===== src/hw/rtl/fdsr_pkg.sv =====
// Shared types, constants and request codes of the fan duty slew ramp block.
`timescale 1ns / 1ps
`default_nettype none

package fdsr_pkg;

   // Speed level range; the top level is the divisor of the target scale.
   localparam int LEVEL_COUNT = 100;
   localparam int LEVEL_TOP   = LEVEL_COUNT - 1;
   localparam int LEVEL_RESET = (49 > LEVEL_TOP) ? LEVEL_TOP : 49;
   localparam int LEVEL_W     = 7;

   // Suction arrives in percent.
   localparam int PCT_FULL = 100;

   // Reciprocal scaling for division by a constant: q0 = (x * M) >> RECIP_SHIFT
   // is the true quotient or one below it for x under 2**15.
   localparam int RECIP_SHIFT = 16;
   localparam int RECIP_PCT   = (1 << RECIP_SHIFT) / PCT_FULL;
   localparam int RECIP_TOP   = (1 << RECIP_SHIFT) / LEVEL_TOP;

   // Shared multiplier operand and product widths.
   localparam int MUL_A_W = 16;
   localparam int MUL_B_W = 17;
   localparam int MUL_P_W = MUL_A_W + MUL_B_W;

   // Request codes carried on req_tuser.
   localparam logic [2:0] REQ_COOL   = 3'd0;
   localparam logic [2:0] REQ_TICK   = 3'd1;
   localparam logic [2:0] REQ_TOGGLE = 3'd2;
   localparam logic [2:0] REQ_CYCLE  = 3'd3;
   localparam logic [2:0] REQ_OFF    = 3'd4;

   // Configuration register indexes.
   localparam logic [1:0] CSR_MIN_DUTY  = 2'd0;
   localparam logic [1:0] CSR_MAX_DUTY  = 2'd1;
   localparam logic [1:0] CSR_RAMP_RATE = 2'd2;

   typedef struct packed {
      logic [7:0]  min_duty;
      logic [7:0]  max_duty;
      logic [15:0] ramp_rate;
   } cfg_type;

   typedef struct packed {
      logic [2:0]         kind;
      logic [9:0]         elapsed_time;
      logic               local_cooling;
      logic               belt_cooling;
      logic [6:0]         suction_level;
   } item_type;

   typedef struct packed {
      logic [7:0]         duty;
      logic               fan_on;
      logic [LEVEL_W-1:0] speed_level;
      logic [7:0]         goal_duty;
      logic               settled;
   } res_type;

   typedef struct packed {
      logic [MUL_A_W-1:0] a;
      logic [MUL_B_W-1:0] b;
   } mul_req_type;

endpackage

`default_nettype wire


===== src/hw/rtl/fdsr_mul.sv =====
// Shared unsigned multiplier with a registered product.
`timescale 1ns / 1ps
`default_nettype none

module fdsr_mul (
   input  wire logic                         clock,
   input  wire fdsr_pkg::mul_req_type        mul_req,
   output logic [fdsr_pkg::MUL_P_W-1:0]      mul_prod
);

   logic [fdsr_pkg::MUL_P_W-1:0] prod_ff;
   logic [fdsr_pkg::MUL_P_W-1:0] prod_in;

   always_comb begin
      prod_in = fdsr_pkg::MUL_P_W'(mul_req.a) * fdsr_pkg::MUL_P_W'(mul_req.b);
   end

   always_ff @(posedge clock) begin
      prod_ff <= prod_in;
   end

   assign mul_prod = prod_ff;

endmodule

`default_nettype wire


===== src/hw/rtl/fdsr_seq.sv =====
// Sequencer and state of the fan duty ramp; drives the shared multiplier.
`timescale 1ns / 1ps
`default_nettype none

module fdsr_seq (
   input  wire logic                         clock,
   input  wire logic                         reset,
   input  wire fdsr_pkg::cfg_type            cfg,
   input  wire logic                         item_fire,
   input  wire fdsr_pkg::item_type           item,
   output logic                              item_ready,
   output logic                              res_valid,
   input  wire logic                         res_load,
   output fdsr_pkg::res_type                 res,
   output fdsr_pkg::mul_req_type             mul_req,
   input  wire logic [fdsr_pkg::MUL_P_W-1:0] mul_prod
);

   localparam logic [2:0] ST_IDLE = 3'd0;
   localparam logic [2:0] ST_PROD = 3'd1;
   localparam logic [2:0] ST_RCP  = 3'd2;
   localparam logic [2:0] ST_QUO  = 3'd3;
   localparam logic [2:0] ST_FIX  = 3'd4;
   localparam logic [2:0] ST_STEP = 3'd5;
   localparam logic [2:0] ST_DONE = 3'd6;

   localparam logic [1:0] PH_LEVEL  = 2'd0;
   localparam logic [1:0] PH_TARGET = 2'd1;
   localparam logic [1:0] PH_TICK   = 2'd2;

   localparam logic [15:0] HALF_DUTY = 16'd128;

   localparam int LW = fdsr_pkg::LEVEL_W;

   logic [2:0]    state_ff,   state_in;
   logic [1:0]    phase_ff,   phase_in;
   logic [LW-1:0] level_ff,   level_in;
   logic          enabled_ff, enabled_in;
   logic [15:0]   ramp_ff,    ramp_in;
   logic [7:0]    target_ff,  target_in;
   logic [15:0]   x_ff,       x_in;
   logic [15:0]   q_ff,       q_in;
   logic [9:0]    elapsed_ff, elapsed_in;
   logic [6:0]    suction_ff, suction_in;

   logic [6:0]    suction_cl;
   logic [7:0]    level_inc;
   logic [7:0]    span;
   logic [LW-1:0] level_cap;
   logic [15:0]   divisor;
   logic [15:0]   remainder;
   logic [15:0]   quotient;
   logic [9:0]    target_sum;
   logic [15:0]   goal;
   logic [15:0]   err;
   logic [15:0]   step;
   logic [16:0]   round_sum;

   always_comb begin
      suction_cl = (item.suction_level > 7'(fdsr_pkg::PCT_FULL))
                   ? 7'(fdsr_pkg::PCT_FULL) : item.suction_level;
      level_inc  = {1'b0, level_ff} + 8'd1;
      span       = (cfg.max_duty >= cfg.min_duty) ? (cfg.max_duty - cfg.min_duty) : 8'd0;
      level_cap  = (level_ff > LW'(fdsr_pkg::LEVEL_TOP)) ? LW'(fdsr_pkg::LEVEL_TOP) : level_ff;
      divisor    = (phase_ff == PH_LEVEL) ? 16'(fdsr_pkg::PCT_FULL)
                                          : 16'(fdsr_pkg::LEVEL_TOP);
      remainder  = x_ff - mul_prod[15:0];
      quotient   = q_ff + ((remainder >= divisor) ? 16'd1 : 16'd0);
      target_sum = 10'(cfg.min_duty) + 10'(quotient[8:0]);
      goal       = {target_ff, 8'h00};
      err        = (goal >= ramp_ff) ? (goal - ramp_ff) : (ramp_ff - goal);
      step       = (|mul_prod[fdsr_pkg::MUL_P_W-1:16]) ? 16'hFFFF : mul_prod[15:0];
      round_sum  = 17'(ramp_ff) + 17'(HALF_DUTY);
   end

   always_comb begin
      state_in   = state_ff;
      phase_in   = phase_ff;
      level_in   = level_ff;
      enabled_in = enabled_ff;
      ramp_in    = ramp_ff;
      target_in  = target_ff;
      x_in       = x_ff;
      q_in       = q_ff;
      elapsed_in = elapsed_ff;
      suction_in = suction_ff;
      mul_req.a  = '0;
      mul_req.b  = '0;

      case (state_ff)
         ST_IDLE: begin
            if (item_fire) begin
               elapsed_in = item.elapsed_time;
               suction_in = suction_cl;
               state_in   = ST_DONE;
               case (item.kind)
                  fdsr_pkg::REQ_COOL: begin
                     if ((item.local_cooling || item.belt_cooling) && suction_cl != 7'd0) begin
                        enabled_in = 1'b1;
                        phase_in   = PH_LEVEL;
                        state_in   = ST_PROD;
                     end else begin
                        enabled_in = 1'b0;
                        target_in  = 8'd0;
                     end
                  end
                  fdsr_pkg::REQ_TICK: begin
                     if (item.elapsed_time != 10'd0) begin
                        phase_in = PH_TICK;
                        state_in = ST_PROD;
                     end
                  end
                  fdsr_pkg::REQ_TOGGLE: begin
                     enabled_in = ~enabled_ff;
                     if (!enabled_ff) begin
                        phase_in = PH_TARGET;
                        state_in = ST_PROD;
                     end else begin
                        target_in = 8'd0;
                     end
                  end
                  fdsr_pkg::REQ_CYCLE: begin
                     level_in   = (level_inc >= 8'(fdsr_pkg::LEVEL_COUNT))
                                  ? '0 : level_inc[LW-1:0];
                     enabled_in = 1'b1;
                     phase_in   = PH_TARGET;
                     state_in   = ST_PROD;
                  end
                  fdsr_pkg::REQ_OFF: begin
                     enabled_in = 1'b0;
                     target_in  = 8'd0;
                  end
                  default: begin
                  end
               endcase
            end
         end
         ST_PROD: begin
            // issue the first product of the phase
            case (phase_ff)
               PH_LEVEL: begin
                  mul_req.a = 16'(suction_ff);
                  mul_req.b = 17'(fdsr_pkg::LEVEL_TOP);
               end
               PH_TARGET: begin
                  mul_req.a = 16'(span);
                  mul_req.b = 17'(level_cap);
               end
               default: begin
                  mul_req.a = cfg.ramp_rate;
                  mul_req.b = 17'(elapsed_ff);
               end
            endcase
            state_in = (phase_ff == PH_TICK) ? ST_STEP : ST_RCP;
         end
         ST_RCP: begin
            // hold the dividend, scale it by the reciprocal
            x_in      = mul_prod[15:0];
            mul_req.a = mul_prod[15:0];
            mul_req.b = (phase_ff == PH_LEVEL) ? 17'(fdsr_pkg::RECIP_PCT)
                                               : 17'(fdsr_pkg::RECIP_TOP);
            state_in  = ST_QUO;
         end
         ST_QUO: begin
            // estimated quotient, then multiply back for the remainder
            q_in      = mul_prod[fdsr_pkg::RECIP_SHIFT +: 16];
            mul_req.a = mul_prod[fdsr_pkg::RECIP_SHIFT +: 16];
            mul_req.b = 17'(divisor);
            state_in  = ST_FIX;
         end
         ST_FIX: begin
            if (phase_ff == PH_LEVEL) begin
               level_in = quotient[LW-1:0];
               phase_in = PH_TARGET;
               state_in = ST_PROD;
            end else begin
               target_in = (target_sum > 10'd255) ? 8'd255 : target_sum[7:0];
               state_in  = ST_DONE;
            end
         end
         ST_STEP: begin
            if (err < HALF_DUTY || err <= step) begin
               ramp_in = goal;
            end else if (goal > ramp_ff) begin
               ramp_in = ramp_ff + step;
            end else begin
               ramp_in = ramp_ff - step;
            end
            state_in = ST_DONE;
         end
         ST_DONE: begin
            if (res_load) begin
               state_in = ST_IDLE;
            end
         end
         default: begin
            state_in = ST_IDLE;
         end
      endcase
   end

   always_ff @(posedge clock) begin
      if (reset) begin
         state_ff   <= ST_IDLE;
         phase_ff   <= PH_LEVEL;
         level_ff   <= LW'(fdsr_pkg::LEVEL_RESET);
         enabled_ff <= 1'b0;
         ramp_ff    <= 16'd0;
         target_ff  <= 8'd0;
      end else begin
         state_ff   <= state_in;
         phase_ff   <= phase_in;
         level_ff   <= level_in;
         enabled_ff <= enabled_in;
         ramp_ff    <= ramp_in;
         target_ff  <= target_in;
      end
   end

   always_ff @(posedge clock) begin
      x_ff       <= x_in;
      q_ff       <= q_in;
      elapsed_ff <= elapsed_in;
      suction_ff <= suction_in;
   end

   assign item_ready      = (state_ff == ST_IDLE);
   assign res_valid       = (state_ff == ST_DONE);
   assign res.duty        = round_sum[16] ? 8'hFF : round_sum[15:8];
   assign res.fan_on      = enabled_ff;
   assign res.speed_level = level_ff;
   assign res.goal_duty   = target_ff;
   assign res.settled     = (ramp_ff == goal);

endmodule

`default_nettype wire


===== src/hw/rtl/fan_duty_slew_ramp.sv =====
// Top level of the fan PWM duty controller with slew-rate limited ramp.
`timescale 1ns / 1ps
`default_nettype none

// Fan duty controller. Each request transfer on req_ (kind on req_tuser) updates the
// speed level and on flag, recomputes the target duty, or on a ramp tick moves the
// 8.8 ramp value toward the target by at most ramp_rate * elapsed_time, or straight onto
// it when within half a duty unit; each request yields exactly one response transfer on
// rsp_ with the state after it. All multiplications and divisions run through one shared
// registered multiplier under a sequencer, so req_tready is low from the accepting edge
// until the result moves into the output register. Force off, a cooling update that turns
// the fan off, toggling off, an unknown kind and a tick with zero elapsed time go straight
// to the result; a ramp tick makes one product and then the step; toggling on and cycling
// the level make one division by a constant; a cooling update that turns the fan on makes
// two (each division three passes through the multiplier). The request side is ready again
// once the result moves into the output register, so a result waiting there does not hold
// off the next request, only the one after it once that next one finishes.
// Configuration writes take effect at the next event and do not recompute the target.

module fan_duty_slew_ramp (
   input  wire logic        clock,
   input  wire logic        reset,
   input  wire logic        req_tvalid,
   output logic             req_tready,
   // [9:0] elapsed_time, [10] local_cooling, [11] belt_cooling, [18:12] suction_level
   input  wire logic [23:0] req_tdata,
   // [2:0] req_type
   input  wire logic [2:0]  req_tuser,
   output logic             rsp_tvalid,
   input  wire logic        rsp_tready,
   // [7:0] duty, [8] fan_on, [15:9] speed_level, [23:16] goal_duty, [24] settled
   output logic [31:0]      rsp_tdata,
   input  wire logic        csr_wr_en,
   input  wire logic [1:0]  csr_index,
   input  wire logic [15:0] csr_wdata
);

   fdsr_pkg::cfg_type     cfg_ff, cfg_in;
   fdsr_pkg::item_type    item;
   fdsr_pkg::res_type     res;
   fdsr_pkg::res_type     rsp_ff, rsp_in;
   fdsr_pkg::mul_req_type mul_req;
   logic [fdsr_pkg::MUL_P_W-1:0] mul_prod;

   logic rsp_valid_ff, rsp_valid_in;
   logic item_ready;
   logic item_fire;
   logic res_valid;
   logic res_load;

   // Unpack the request transfer.
   assign item.kind          = req_tuser;
   assign item.elapsed_time  = req_tdata[9:0];
   assign item.local_cooling = req_tdata[10];
   assign item.belt_cooling  = req_tdata[11];
   assign item.suction_level = req_tdata[18:12];

   assign req_tready = item_ready;
   assign item_fire  = req_tvalid && item_ready;

   // Configuration writes; an index past the list is dropped.
   always_comb begin
      cfg_in = cfg_ff;
      if (csr_wr_en) begin
         case (csr_index)
            fdsr_pkg::CSR_MIN_DUTY:  cfg_in.min_duty  = csr_wdata[7:0];
            fdsr_pkg::CSR_MAX_DUTY:  cfg_in.max_duty  = csr_wdata[7:0];
            fdsr_pkg::CSR_RAMP_RATE: cfg_in.ramp_rate = csr_wdata;
            default: begin
            end
         endcase
      end
   end

   // Load the output register when it is empty or its transfer completes.
   assign res_load = res_valid && (!rsp_valid_ff || rsp_tready);

   always_comb begin
      rsp_in       = rsp_ff;
      rsp_valid_in = rsp_valid_ff;
      if (res_load) begin
         rsp_in       = res;
         rsp_valid_in = 1'b1;
      end else if (rsp_tready) begin
         rsp_valid_in = 1'b0;
      end
   end

   always_ff @(posedge clock) begin
      if (reset) begin
         cfg_ff.min_duty  <= 8'd0;
         cfg_ff.max_duty  <= 8'd255;
         cfg_ff.ramp_rate <= 16'd256;
         rsp_valid_ff     <= 1'b0;
      end else begin
         cfg_ff           <= cfg_in;
         rsp_valid_ff     <= rsp_valid_in;
      end
   end

   always_ff @(posedge clock) begin
      rsp_ff <= rsp_in;
   end

   fdsr_seq u_seq (
      .clock      (clock),
      .reset      (reset),
      .cfg        (cfg_ff),
      .item_fire  (item_fire),
      .item       (item),
      .item_ready (item_ready),
      .res_valid  (res_valid),
      .res_load   (res_load),
      .res        (res),
      .mul_req    (mul_req),
      .mul_prod   (mul_prod)
   );

   fdsr_mul u_mul (
      .clock    (clock),
      .mul_req  (mul_req),
      .mul_prod (mul_prod)
   );

   assign rsp_tvalid = rsp_valid_ff;
   assign rsp_tdata  = {7'd0, rsp_ff.settled, rsp_ff.goal_duty, rsp_ff.speed_level,
                        rsp_ff.fan_on, rsp_ff.duty};

endmodule

`default_nettype wire


===== config.mk =====
export PLATFORM = sky130hd
export DESIGN_NAME = fan_duty_slew_ramp
export DESIGN_NICKNAME = d
export VERILOG_FILES = /design/src/hw/rtl/fdsr_pkg.sv /design/src/hw/rtl/fdsr_mul.sv /design/src/hw/rtl/fdsr_seq.sv /design/src/hw/rtl/fan_duty_slew_ramp.sv
export SDC_FILE = /design/constraint.sdc
export NUM_CORES = 1
export LEC_CHECK = 0
export ABC_CLOCK_PERIOD_IN_PS = 7800
export BUFFER_PORTS_ARGS = -buffer_cell sky130_fd_sc_hd__buf_2
export CAP_MARGIN = 20
export CELL_PAD_IN_SITES_DETAIL_PLACEMENT = 0
export CELL_PAD_IN_SITES_GLOBAL_PLACEMENT = 1
export CORE_UTILIZATION = 44
export DETAILED_ROUTE_END_ITERATION = 6
export PLACE_DENSITY = 0.89
export SYNTH_ARGS = -nofsm -noshare
export SYNTH_HDL_FRONTEND = slang
export SYNTH_SLANG_ARGS = --single-unit
export TNS_END_PERCENT = 20

===== constraint.sdc =====
create_clock -name clock -period 7.8 [get_ports clock]
set_clock_uncertainty 0.05 [all_clocks]
set_input_delay 1.56 -clock clock [delete_from_list [all_inputs] [get_ports clock]]
set_output_delay 1.56 -clock clock [all_outputs]
set_load 0.02 [all_outputs]

### Word level (Yosys, flattened, before mapping)

Index checks and enable logic that the tools add are counted.

| word-level totals | value |
|---|---|
| register bits after elaboration | 170 |
| input bits | 50 |
| word-level logic and storage cells | 139 |

| operators by class | value |
|---|---|
| add/subtract/negate cells | 10 |
| $mul | 1 |
| order comparisons | 10 |
| eq/ne operators | 27 |
| mux-type cells | 44 |
| bitwise operators | 1 |
| reduce and logical (&&, ||, !) cells | 26 |

Operators with widths:

| operator | count |
|---|---|
| $pmux 33 s3 | 1 |
| $pmux 33 s2 | 1 |
| $mux 16 | 4 |
| $sub 16x16->16 | 4 |
| $mux 8 | 6 |
| $mux 7 | 6 |
| $mul 16x17->33 | 1 |
| $ge 16x16->1 | 2 |
| $mux 3 | 8 |
| $pmux 8 s3 | 1 |
| $pmux 3 s7 | 1 |
| $add 16x8->17 const B | 1 |
| $reduce_or 17->1 | 1 |
| $add 16x16->16 | 1 |
| $eq 16x16->1 | 1 |
| $gt 16x16->1 | 1 |
| $le 16x16->1 | 1 |
| $lt 16x8->1 const B | 1 |
| $pmux 8 s2 | 1 |
| $gt 7x7->1 const B | 2 |
| $pmux 7 s2 | 1 |
| $eq 3x2->1 const B | 4 |
| $eq 3x3->1 const B | 4 |
| $pmux 3 s4 | 1 |
| 37 further kinds | 64 |

### Depth between registers and ports, before layout

Gate-level depths: netlist of the first run.

| logic depth | value |
|---|---|
| word-level depth | 10 |
| gate-level depth with buffers | 37 |
| depth with buffers taken out | 35 |

### Cells and area by module

A second synthesis of the first run with hierarchy kept.

| second synthesis, totals | value |
|---|---|
| cells, all modules | 2249 |
| area total of the unflattened synthesis | 20011.7 sq um |

By module, submodules not included:

| module | times used | cells an instance | area each (sq um) |
|---|---|---|---|
| fdsr_mul | 1 | 1090 | 9725.6 |
| fdsr_seq | 1 | 987 | 8071.5 |
| fan_duty_slew_ramp | 1 | 172 | 2214.6 |

### Worst setup path after synthesis of the first run

OpenSTA, ideal clock, no wires.

| path | value |
|---|---|
| path kind | reg-to-reg |
| from | reg cfg_ff[16] in the netlist's numbering |
| to | reg u_mul.prod_ff, in the netlist u_mul.mul_prod[26] |
| arrival | 7803 ps |
| required time | 7629 ps |
| setup slack | -174 ps |
| cell stages (with the launch flop) | 34 |
| buffers on the path | 0 |
| period minus slack after synthesis | 7974 ps |
| path through | dfxtp_1 > inv_1 > ha_1 > inv_1 > fa_1 > a21o_1 > a21oi_1 > o21ai_0 > a21oi_1 > o21ai_0 > a21oi_1 > nor2_1 > a31oi_1 > nor2_1 > fa_1 > inv_1 > fa_1 > inv_1 > fa_1 > fa_1 > fa_1 > inv_1 > fa_1 > inv_1 > ha_1 > a21o_1 > a211o_1 > a211oi_1 > a211oi_1 > o41ai_1 > o21ai_0 > a31oi_1 > nor2_1 > xor2_1 |

| on the way | value |
|---|---|
| longest elaborated chain between the ends | 5 |

RTL lines:

| item | line | text |
|---|---|---|
| start: declaration | fan_duty_slew_ramp.sv:38 | `fdsr_pkg::cfg_type cfg_ff, cfg_in;` |
| start signal: assignment | fan_duty_slew_ramp.sv:96 | `cfg_ff <= cfg_in;` |
| $sub 8x8->8 / $ge 8x8->1 (equally long branches) | fdsr_seq.sv:63 | `span = (cfg.max_duty >= cfg.min_duty) ? (cfg.max_duty - cfg.min_duty) : 8'd0;` |
| $mux 8 * | fdsr_seq.sv:63 |  |
| $pmux 33 s2 * | fdsr_seq.sv:140 | `case (phase_ff)` |
| $pmux 33 s3 * | fdsr_seq.sv:90 | `case (state_ff)` |
| $mul 16x17->33 * | fdsr_mul.sv:15 | `prod_in = fdsr_pkg::MUL_P_W'(mul_req.a) * fdsr_pkg::MUL_P_W'(mul_req.b);` |
| via u_mul.prod_in, one bit | fdsr_mul.sv:12 | `logic [fdsr_pkg::MUL_P_W-1:0] prod_in;` |
| end signal: assignment | fdsr_mul.sv:19 | `prod_ff <= prod_in;` |
| end: declaration | fdsr_mul.sv:11 | `logic [fdsr_pkg::MUL_P_W-1:0] prod_ff;` |

The timed path passes the listed nets; every way through them passes the cells marked *.
A chain may end at the register's enable or synchronous reset.

### Worst setup path after layout of the first run

Same ends and word-level chain as after synthesis.

==> out/results.ini, run 1 <==
[logic_synthesis]
ys.warnings.count = 0
yosysUniqueCellTypes = 90
synthTopCellsByCount = inv_1 (240), nor2_1 (221), ha_1 (191)
synth_most_common_cell = inv_1
synth_area_sq_um = 16500
synth_cells = 1936
yosysSeqAreaShare_pct = 24.2
yosysTopAreaCellShare_pct = 14.5
synth_top_cell_by_area = ha_1
synth-main-ff-cell = dfxtp_1
synthArstFlopShare_pct = 0
synthTopCellsByArea = ha_1 (14%), fa_1 (14%), edfxtp_1 (12%)
ys_ff_latch = 166
synth_edf_count = 67
synth.avg_cell_area_sq_um = 8.52

[cells_and_area]
drive_gt1_share_pct = 16.2
nets = 2456
fin_cells = 2582
syn_to_final_growth_pct = 16.2
fin_area_sq_um = 19200

[sta]
max_freq_mhz = 128
final-hold-violation-count = 0
drv_slew = 0
period_needed_ns = 7.82
final.period_utilization_pct = 100
rsz0062_at_grt = yes
fin_ws_ns = -0.0215
setup_viol = 1
tightest_slew_ns = 1.00
whs_ns = 0.410
slew_headroom_pct = 33.0

[global_routing]
grt_max_degree = 71
overflow = 0
antenna_found_initial = 1
grt_usage_pct = 26.0
grt_pass1_wl_mm = 77.8
grt_pass1_vias = 14534

[clocking]
clkLatencyLatePin_ns = 0.45
clk_pin_slew_ns = 0.09
ctsLongestPathBuffers = 2
htree_levels = 4
numClockSinks = 166
cts_tree = done
clockRootBuffer = clkbuf_16
ctsHoldBuffers = 0
numCtsBuffers = 17

[routing]
ant_nets = 0
post_drt_wl_per_cell_microns = 19.0
drt_iter0_drc = 1184
remaining_drc_errors = 0
first_pass_iters = 6
vias = 14676
viasPerCell = 5.68
wl_mm = 49.2

[placed_design]
place_area_sq_um = 18100
dp.cells = 2533
gp_congestion = 0.947
post-dp-hpwl_mm = 38.4
io_buffers = 71
place_ws_ns = -0.606

[worst_setup_path]
critPathMaxFanout = 3
critPathCaptureType = register
worst_path_max_delay_cell = fa_1
cp.arrival_ns = 8.10
cpMostUsedCell = buf_4
critical_path_class = register to register
slowest_delay_ns = 0.52
cp-start-kind = register
cp.required_ns = 8.08
r2r_start = cfg_ff[16]$_SDFFE_PP1P_
startpoint = cfg_ff[16]$_SDFFE_PP1P_

[die]
die_y_microns = 196
fp.coreArea_sq_um = 36800
die_w_microns = 196
start_util_pct = 44.8
num_rows = 70
die_area_sq_um = 38300
ioPinCount = 84

[outcome]
status = finished with violations
failed_checks = negative setup slack

[power_and_ir_drop]
power.total_mw = 5.27
p_leak_nw = 8.74
cellPowerDensity_nw_per_um2 = 275
peakVddDrop_mv = 0.281

[flow_run]
drv_cap = 0

[hold_path]
hp-class = register to register
worstHoldStart = cfg_ff[6]$_SDFFE_PP0P_

[cell families (layout without fill, tap and decap cells)]
family	after synthesis	in the layout	share of synthesized area (%)
AO/OA/AOI/OAI	401	401	16.1
XOR/XNOR	82	82	4.35
adder cells (fa/ha/maj)	307	307	28.6
buffers and inverters	318	488	7.51
flip-flops	166	166	24.2
multiplexers	9	9	0.561
other	1	9	0.0227
AND/OR/NAND/NOR	652	652	18.6
[cell usage in the layout (no fill, tap or decap), drive strengths merged, types with 29 or more instances in the layout]
| cell | instances |
|---|---|
| nor2 | 223 |
| fa | 116 |
| buf | 215 |
| a21oi | 116 |
| nand3 | 36 |
| ha | 191 |
| nand2b | 29 |
| o21ai | 64 |
| edfxtp | 67 |
| a22oi | 29 |
| xnor2 | 49 |
| nor3 | 43 |
| inv | 249 |
| nand2 | 181 |
| xor2 | 33 |
| dfxtp | 99 |
[cell type report]
| type | instances | area [sq um] |
|---|---|---|
| clock buffer | 17 | 425 |
| antenna | 2 | 5.00 |
| multi-input combinational | 1458 | 11600 |
| sequential | 166 | 4000 |
| inverter | 241 | 905 |
| fill | 3356 | 17600 |
| clock inverter | 15 | 194 |
| tap | 468 | 586 |
| timing repair buffer | 215 | 1460 |
[state kept, by name (all words and copies together) (netlist names)]
register          cells
cfg_ff               32
u_mul.mul_prod       29
rsp_tdata            25
u_seq.ramp_ff        16
u_seq.x_ff           16
u_seq.elapsed_ff     10
u_seq.q_ff            9
u_seq.target_ff       8
u_seq.level_ff        7
u_seq.suction_ff      7
u_seq.state_ff        3
u_seq.phase_ff        2
rsp_tvalid            1
u_seq.enabled_ff      1
[routing by layer]
layer	part of all wire, %	GRT usage (%)	vias to the layer above
li1	-	-	6950
met1	42	33.2	7078
met2	48	43.8	552
met3	7.5	4.49	96
met4	3.3	9.62	0
met5	0	0	-
[worst paths after layout]
| path | to | slack, ns | cells past startpoint |
|---|---|---|---|
| setup / recovery | u_mul.mul_prod[26]$_DFF_P_ | -0.02 | 37 |
| hold / removal | cfg_ff[6]$_SDFFE_PP0P_ | 0.41 | 2 |
| setup reg to reg | u_mul.mul_prod[26]$_DFF_P_ | -0.02 | 37 |
| hold reg to reg | cfg_ff[6]$_SDFFE_PP0P_ | 0.41 | 2 |
[power by group]
group          internal [mW]  switching (mW)  total [mW]  leakage [nW]
Clock                  0.441           0.457       0.899         0.300
Sequential              1.05           0.110        1.16          1.41
Combinational           1.23            1.99        3.22          7.02
Total                   2.72            2.55        5.27          8.74
[per-stage QoR]
step | setup TNS, ns | util [%]
after floorplan | 0 | -
after global placement | -2.63 | 49.3
after detailed placement | -3.89 | 49.3
after CTS | -0.218 | 51.5
after global routing | -2.46 | 52.1
final | -0.0215 | 52.1
[timing repair]
action | in CTS | in global routing
pin swaps | 25 | 50
setup endpoints to repair | 12 | 15
buffers inserted | 11 | 5
gates resized for setup | 30 | 45
[worst max-delay path, delay by kind of cell (launching register included)]
family | cells | cell delay [ns]
buffers and inverters | 13 | 1.23
and+or+nand+nor | 2 | 0.14
DFF | 1 | 0.33
AOI/OAI and AO/OA | 11 | 2.14
adders and majority gates | 9 | 3.57
xor gates and xnor gates | 2 | 0.25
No activity file was read; power rests on OpenSTA's default activity.
==> run 2: changes to the inputs <==
- PLACE_DENSITY: 0.89 -> 0.81
==> run 2 against run 1 <==
The flow still finishes with violations (negative setup slack). Worst setup slack got worse by 0.038 ns. Via count fell by 0.78%. Die area unchanged. Routed wire length decreased by 2.1%. Final cell count increased by 0.46%. Combinational power about the same. Clock-buffer cell count grew 4. Maximum frequency fell by 0.48%. Critical path type unchanged. Critical endpoint is now u_mul.mul_prod[24]$_DFF_P_.
==> out/results.ini, run 2 (same netlist as run 1, synthesis figures left out) <==
[sta]
drv_slew = 0  ; unchanged
setup_viol = 3  ; was 1
period_needed_ns = 7.86  ; was 7.82 ns
slew_headroom_pct = 34.4  ; was 33.0%
max_freq_mhz = 127  ; was 128 MHz
whs_ns = 0.407  ; was 0.410 ns
final-hold-violation-count = 0  ; unchanged
fin_ws_ns = -0.0594  ; was -0.0215 ns
tightest_slew_ns = 0.979  ; was 1.00 ns
rsz0062_at_grt = yes  ; unchanged
final.period_utilization_pct = 101  ; was 100%

[worst_setup_path]
cp-start-kind = register  ; unchanged
slowest_delay_ns = 0.53  ; was 0.52 ns
critical_path_class = register to register  ; unchanged
r2r_slack_ns = -0.06  ; was -0.02 ns
cp.required_ns = 8.13  ; was 8.08 ns
r2r_start = cfg_ff[16]$_SDFFE_PP1P_  ; unchanged
startpoint = cfg_ff[16]$_SDFFE_PP1P_  ; unchanged
worst_path_max_delay_cell = fa_1  ; unchanged
critPathMaxFanout = 5  ; was 3
critPathCaptureType = register  ; unchanged
cp.arrival_ns = 8.19  ; was 8.10 ns

[cells_and_area]
top_register = cfg_ff  ; unchanged
fin_area_sq_um = 19300  ; was 19200 sq um
largest_register_ffs = 32  ; unchanged
nets = 2470  ; was 2456
drive_gt1_share_pct = 16.9  ; was 16.2%
final_cell_mix = inv_1 (232), nor2_1 (215), ha_1 (182)  ; was inv_1 (234), nor2_1 (215), ha_1 (185)
multi_input_area_sq_um = 11600  ; about the same
final.fill_count = 3433  ; was 3356
syn_to_final_growth_pct = 16.8  ; was 16.2%
ff_latch_area_sq_um = 4000  ; about the same
n_antenna_cell = 0  ; was 2
final_common_cell = inv_1  ; unchanged

[placed_design]
io_buffers = 71  ; unchanged
place_ws_ns = -0.566  ; was -0.606 ns
place_area_sq_um = 18200  ; was 18100 sq um
gp_congestion = 0.930  ; was 0.947
post-dp-hpwl_mm = 38.5  ; was 38.4 mm

[routing]
viasPerCell = 5.61  ; was 5.68
met1_length_mm = 21.8  ; was 20.4 mm
met3WireLength_mm = 2.75  ; was 3.68 mm
wl_met2_mm = 22.2  ; was 23.5 mm
remaining_drc_errors = 0  ; unchanged
vias = 14562  ; was 14676
first_pass_iters = 6  ; unchanged
post_drt_wl_per_cell_microns = 18.6  ; was 19.0 microns
top_layer = met5  ; was met4
wl_mm = 48.1  ; was 49.2 mm
ant_nets = 0  ; unchanged
drt_iter0_drc = 907  ; was 1184

[global_routing]
grt_pass1_vias = 14109  ; was 14534
grt_usage_pct = 25.9  ; was 26.0%
grt_max_degree = 71  ; unchanged
antenna_found_initial = 2  ; was 1
overflow = 0  ; unchanged
grt_pass1_wl_mm = 76.7  ; was 77.8 mm

[clocking]
clk_pin_slew_ns = 0.07  ; was 0.09 ns
cts_tree = done  ; unchanged
numClockSinks = 166  ; unchanged
clockRootBuffer = clkbuf_16  ; unchanged
numCtsBuffers = 17  ; unchanged
clkLatencyLatePin_ns = 0.45  ; about the same
ctsLongestPathBuffers = 2  ; unchanged
htree_levels = 4  ; unchanged

[power_and_ir_drop]
peakVddDrop_mv = 0.210  ; was 0.281 mV
p_leak_nw = 8.79  ; was 8.74 nW
cellPowerDensity_nw_per_um2 = 274  ; was 275 nW/um^2

[die]
die_w_microns = 196  ; unchanged
fp.coreArea_sq_um = 36800  ; unchanged
start_util_pct = 44.8  ; unchanged
die_y_microns = 196  ; unchanged
ioPinCount = 84  ; unchanged
die_area_sq_um = 38300  ; unchanged
num_rows = 70  ; unchanged

[outcome]
failed_checks = negative setup slack  ; unchanged
status = finished with violations  ; unchanged

[hold_path]
hp-class = register to register  ; unchanged
worstHoldStart = cfg_ff[7]$_SDFFE_PP0P_  ; was cfg_ff[6]$_SDFFE_PP0P_

[flow_run]
drv_cap = 0  ; unchanged

## run 2: worst max-delay path: cells and delay by family, from the launching register on
| kind | cells | cell delay, ns |
|---|---|---|
| DFF | 1 | 0.32 |
| adders and majority gates | 9 | 3.41 |
| buffers and inverters | 9 | 0.93 |
| AOI/OAI and AO/OA | 14 | 2.74 |
| xor gates and xnor gates | 1 | 0.12 |
| and+or+nand+nor | 3 | 0.23 |
## run 2: area by class of cell
type,instances,share of cell area (%)
Multi-Input combinational cell,1458,60.1
Sequential cell,166,20.7
Timing Repair Buffer,229,8.19
Inverter,241,4.69
Tap cell,468,3.04
Clock buffer,21,2.49
Clock inverter,11,0.701
## run 2: final timing paths
| path | cells after the start | to |
|---|---|---|
| min | 2 | cfg_ff[7]$_SDFFE_PP0P_ |
| max | 36 | u_mul.mul_prod[24]$_DFF_P_ |
| max reg2reg | 36 | u_mul.mul_prod[24]$_DFF_P_ |
| min reg2reg | 2 | cfg_ff[7]$_SDFFE_PP0P_ |
## run 2: what timing repair did
action                     4_1_cts  5_1_grt
pin swaps                       43       38
buffers inserted                11        9
resized for setup               43       31
setup endpoints to repair       11       11
hold buffers                     0        0
## run 2: stage by stage
stage	utilization [%]	setup TNS [ns]	power, mW	instances
detailed placement	49.5	-4.56	4.25	2542
global placement	49.5	-3.32	4.22	2542
global route	52.4	-3.22	5.62	2594
floorplan	-	0	3.32	1942
finish	52.4	-0.133	5.29	2594
CTS	51.9	0	5.21	2585
## run 2: per-layer routing
metal / vias up / global-route usage [%]
met2: 476 / 42.3
met3: 82 / 3.89
li1: 6989 / -
met1: 7011 / 34.9
met4: 4 / 8.75
met5: - / 0
## run 2: power breakdown
part           internal [mW]  switching [mW]  total [mW]
clock                  0.514           0.399       0.914
sequential              1.05           0.120        1.17
combinational           1.25            1.96        3.21
==> run 3: changes to the inputs <==
- ABC_CLOCK_PERIOD_IN_PS: 7800 -> 6400
- CORE_UTILIZATION: 44 -> 45
- PLACE_DENSITY: 0.81 -> 0.82
- SYNTH_HIERARCHICAL: default -> 1
- clock period: 7.8 -> 6.4 ns (I/O delays scaled with it)
==> run 3 against run 2 <==
The flow still finishes with violations (negative setup slack). Critical path type unchanged. Via count increased by 16%. Global-route usage is 0.12 points lower. Sequential power grew 26%. Final cell count grew 19%. Register-to-register slack lost 1.3 ns.
==> out/results.ini, run 3 <==
[global_routing]
grt_usage_pct = 25.8  ; was 25.9%
antenna_found_initial = 0  ; was 2
grt_max_degree = 89  ; was 71
grt_pass1_wl_mm = 90.4  ; was 76.7 mm
grt_pass1_vias = 17068  ; was 14109
overflow = 0  ; unchanged

[routing]
remaining_drc_errors = 0  ; unchanged
wl_mm = 56.4  ; was 48.1 mm
first_pass_iters = 7  ; was 6
vias = 16820  ; was 14562
post_drt_wl_per_cell_microns = 18.2  ; was 18.6 microns
ant_nets = 0  ; unchanged
viasPerCell = 5.44  ; was 5.61
drt_iter0_drc = 1090  ; was 907

[sta]
rsz0062_at_grt = yes  ; unchanged
period_needed_ns = 7.77  ; was 7.86 ns
tightest_slew_ns = 1.10  ; was 0.979 ns
fin_ws_ns = -1.37  ; was -0.0594 ns
final.period_utilization_pct = 121  ; was 101%
slew_headroom_pct = 26.7  ; was 34.4%
drv_slew = 0  ; unchanged
whs_ns = 0.430  ; was 0.407 ns
setup_viol = 23  ; was 3
max_freq_mhz = 129  ; was 127 MHz
final-hold-violation-count = 0  ; unchanged

[hold_path]
hp-class = register to register  ; unchanged
worstHoldStart = u_mul/mul_prod[20]$_DFF_P_  ; was cfg_ff[7]$_SDFFE_PP0P_

[die]
num_rows = 76  ; was 70
die_area_sq_um = 45300  ; was 38300 sq um
ioPinCount = 84  ; unchanged
fp.coreArea_sq_um = 43500  ; was 36800 sq um
die_y_microns = 213  ; was 196 microns
die_w_microns = 213  ; was 196 microns
start_util_pct = 46.0  ; was 44.8%

[clocking]
numClockSinks = 170  ; was 166
ctsHoldBuffers = 0  ; unchanged
clockRootBuffer = clkbuf_16  ; unchanged
ctsLongestPathBuffers = 2  ; unchanged
numCtsBuffers = 17  ; unchanged
cts_tree = done  ; unchanged
clkLatencyLatePin_ns = 0.45  ; about the same
clk_pin_slew_ns = 0.07  ; about the same
htree_levels = 4  ; unchanged

[cells_and_area]
final_common_cell = inv_1  ; unchanged
utilization_pct = 54.5  ; was 52.4%
drive_gt1_share_pct = 18.5  ; was 16.9%
syn_to_final_growth_pct = 18.4  ; was 16.8%
n_antenna_cell = 0  ; unchanged
final_cell_mix = inv_1 (323), buf_4 (229), nand2_1 (227)  ; was inv_1 (232), nor2_1 (215), ha_1 (182)
final.fill_count = 3943  ; was 3433
nets = 2949  ; was 2470
largest_register_ffs = 33  ; was 32
fin_cells = 3093  ; was 2594

[logic_synthesis]
synth_most_common_cell = inv_1  ; unchanged
ys.warnings.count = 6  ; was 0
synth_area_sq_um = 20000  ; was 16500 sq um
synth_edf_count = 67  ; unchanged
synthArstFlopShare_pct = 0  ; unchanged
synthTopCellsByArea = fa_1 (21%), ha_1 (12%), dfxtp_1 (10%)  ; was ha_1 (14%), fa_1 (14%), edfxtp_1 (12%)
synth_top_cell_by_area = fa_1  ; was ha_1
synthTopCellsByCount = inv_1 (339), nand2_1 (232), fa_1 (213)  ; was inv_1 (240), nor2_1 (221), ha_1 (191)
ys_ff_latch = 170  ; was 166
yosysUniqueCellTypes = 86  ; was 90
synth.avg_cell_area_sq_um = 8.90  ; was 8.52 sq um
synth_cells = 2249  ; was 1936
synth-main-ff-cell = dfxtp_1  ; unchanged
yosysTopAreaCellShare_pct = 21.3  ; was 14.5%
yosysSeqAreaShare_pct = 20.4  ; was 24.2%

[outcome]
status = finished with violations  ; unchanged
failed_checks = negative setup slack  ; unchanged

[worst_setup_path]
r2r_start = cfg_ff[16]$_SDFFE_PP1P_  ; unchanged
cp.arrival_ns = 8.06  ; was 8.19 ns
worst_path_max_delay_cell = fa_2  ; was fa_1
critPathCaptureType = register  ; unchanged
critPathMaxFanout = 6  ; was 5
critical_path_class = register to register  ; unchanged
path_delay_family = adder cells  ; unchanged
slowest_delay_ns = 0.58  ; was 0.53 ns
startpoint = cfg_ff[16]$_SDFFE_PP1P_  ; unchanged
cp-start-kind = register  ; unchanged
cp.required_ns = 6.69  ; was 8.13 ns
path_buf_inv = 11  ; was 9
r2r_slack_ns = -1.37  ; was -0.06 ns

[power_and_ir_drop]
p_int_mw = 3.83  ; was 2.81 mW
p_leak_nw = 11.0  ; was 8.79 nW
switchingPower_mw = 3.32  ; was 2.48 mW
switching_share_pct = 46.4  ; was 46.9%
clkPwrFrac_pct = 14.4  ; was 17.3%
seqPwrFrac_pct = 20.5  ; was 22.1%
combPwrFrac_pct = 65.1  ; was 60.7%
cellPowerDensity_nw_per_um2 = 302  ; was 274 nW/um^2
peakVddDrop_mv = 0.201  ; was 0.210 mV

[placed_design]
io_buffers = 71  ; unchanged
dp.cells = 3043  ; was 2542
gp_congestion = 0.930  ; about the same
post-dp-hpwl_mm = 45.7  ; was 38.5 mm
place_ws_ns = -1.45  ; was -0.566 ns

[flow_run]
drv_cap = 0  ; unchanged

[run 3: cell count changes in the layout (fill, tap and decap cells not counted), sizes merged, moves of 51 or more]
cell   delta
and2    +129
buf      +88
fa       +97
inv      +93
nand2    +51
nor2     -93
[run 3: through the flow]
stage / setup TNS, ns / total power, mW / area [sq um]
floorplan: -13.19 / 4.44 / 20200
global placement: -22.72 / 5.79 / 22600
detailed placement: -25.06 / 5.88 / 22600
CTS: -20.96 / 7.05 / 23500
global route: -30.15 / 7.69 / 23700
finish: -23.92 / 7.16 / 23700
[run 3: layout make-up]
class | count | area [sq um] | area share, %
Timing Repair Buffer | 317 | 2340 | 9.89
Clock inverter | 8 | 55.1 | 0.232
Multi-Input combinational cell | 1649 | 14700 | 62.0
Inverter | 340 | 1280 | 5.39
Tap cell | 585 | 732 | 3.09
Clock buffer | 24 | 524 | 2.21
Sequential cell | 170 | 4080 | 17.2
[run 3: power groups by stage]
| stage | Clock [mW] | Combinational [mW] | Sequential, mW |
|---|---|---|---|
| 2_1_floorplan | 0 | 2.99 | 1.45 |
| 3_3_place_gp | 0 | 4.31 | 1.48 |
| 3_5_place_dp | 0 | 4.40 | 1.48 |
| 4_1_cts | 1.05 | 4.54 | 1.46 |
| 5_1_grt | 1.09 | 5.12 | 1.48 |
| 6_report | 1.03 | 4.66 | 1.47 |
[run 3: timing repair]
item,4_1_cts,5_1_grt
pin swaps,57,49
setup endpoints to repair,23,26
gates resized for setup,60,34
cloned,0,0
buffers inserted,15,4
[run 3: worst register-to-register path: cells and delay by family, from the launching register on]
family          cells  cell delay (ns)
fa+ha+maj           9             3.53
compound gates     12             2.47
buf+inv            11             1.02
flops               1             0.33
simple gates        1             0.13
xor+xnor            1             0.13
[run 3: final timing paths]
check / to / cells after the start
worst max-delay path: u_mul/mul_prod[18]$_DFF_P_ / 34
worst min-delay path: u_seq/q_ff[4]$_DFFE_PN_ / 0
worst max register to register: u_mul/mul_prod[18]$_DFF_P_ / 34
worst min register to register: u_seq/q_ff[4]$_DFFE_PN_ / 0
[run 3: cells by family (layout without fill, tap and decap cells)]
logic type      after synthesis  count (layout)  share of synthesized area, %
compound gates              390             390                          13.6
simple gates                696             696                          17.3
mux                          48              48                          2.43
xor+xnor                     97              97                          4.25
buf+inv                     442             689                          8.78
fa+ha+maj                   404             404                          33.2
flops                       170             170                          20.4
other cells                   2              14                        0.0375
[run 3: layer usage]
layer,routed length [microns],global-route usage (%),vias up
met4,1350,7.67,0
met3,3260,3.77,72
li1,-,-,7946
met5,0,0,-
met1,24200,33.9,8312
met2,27600,43.6,490
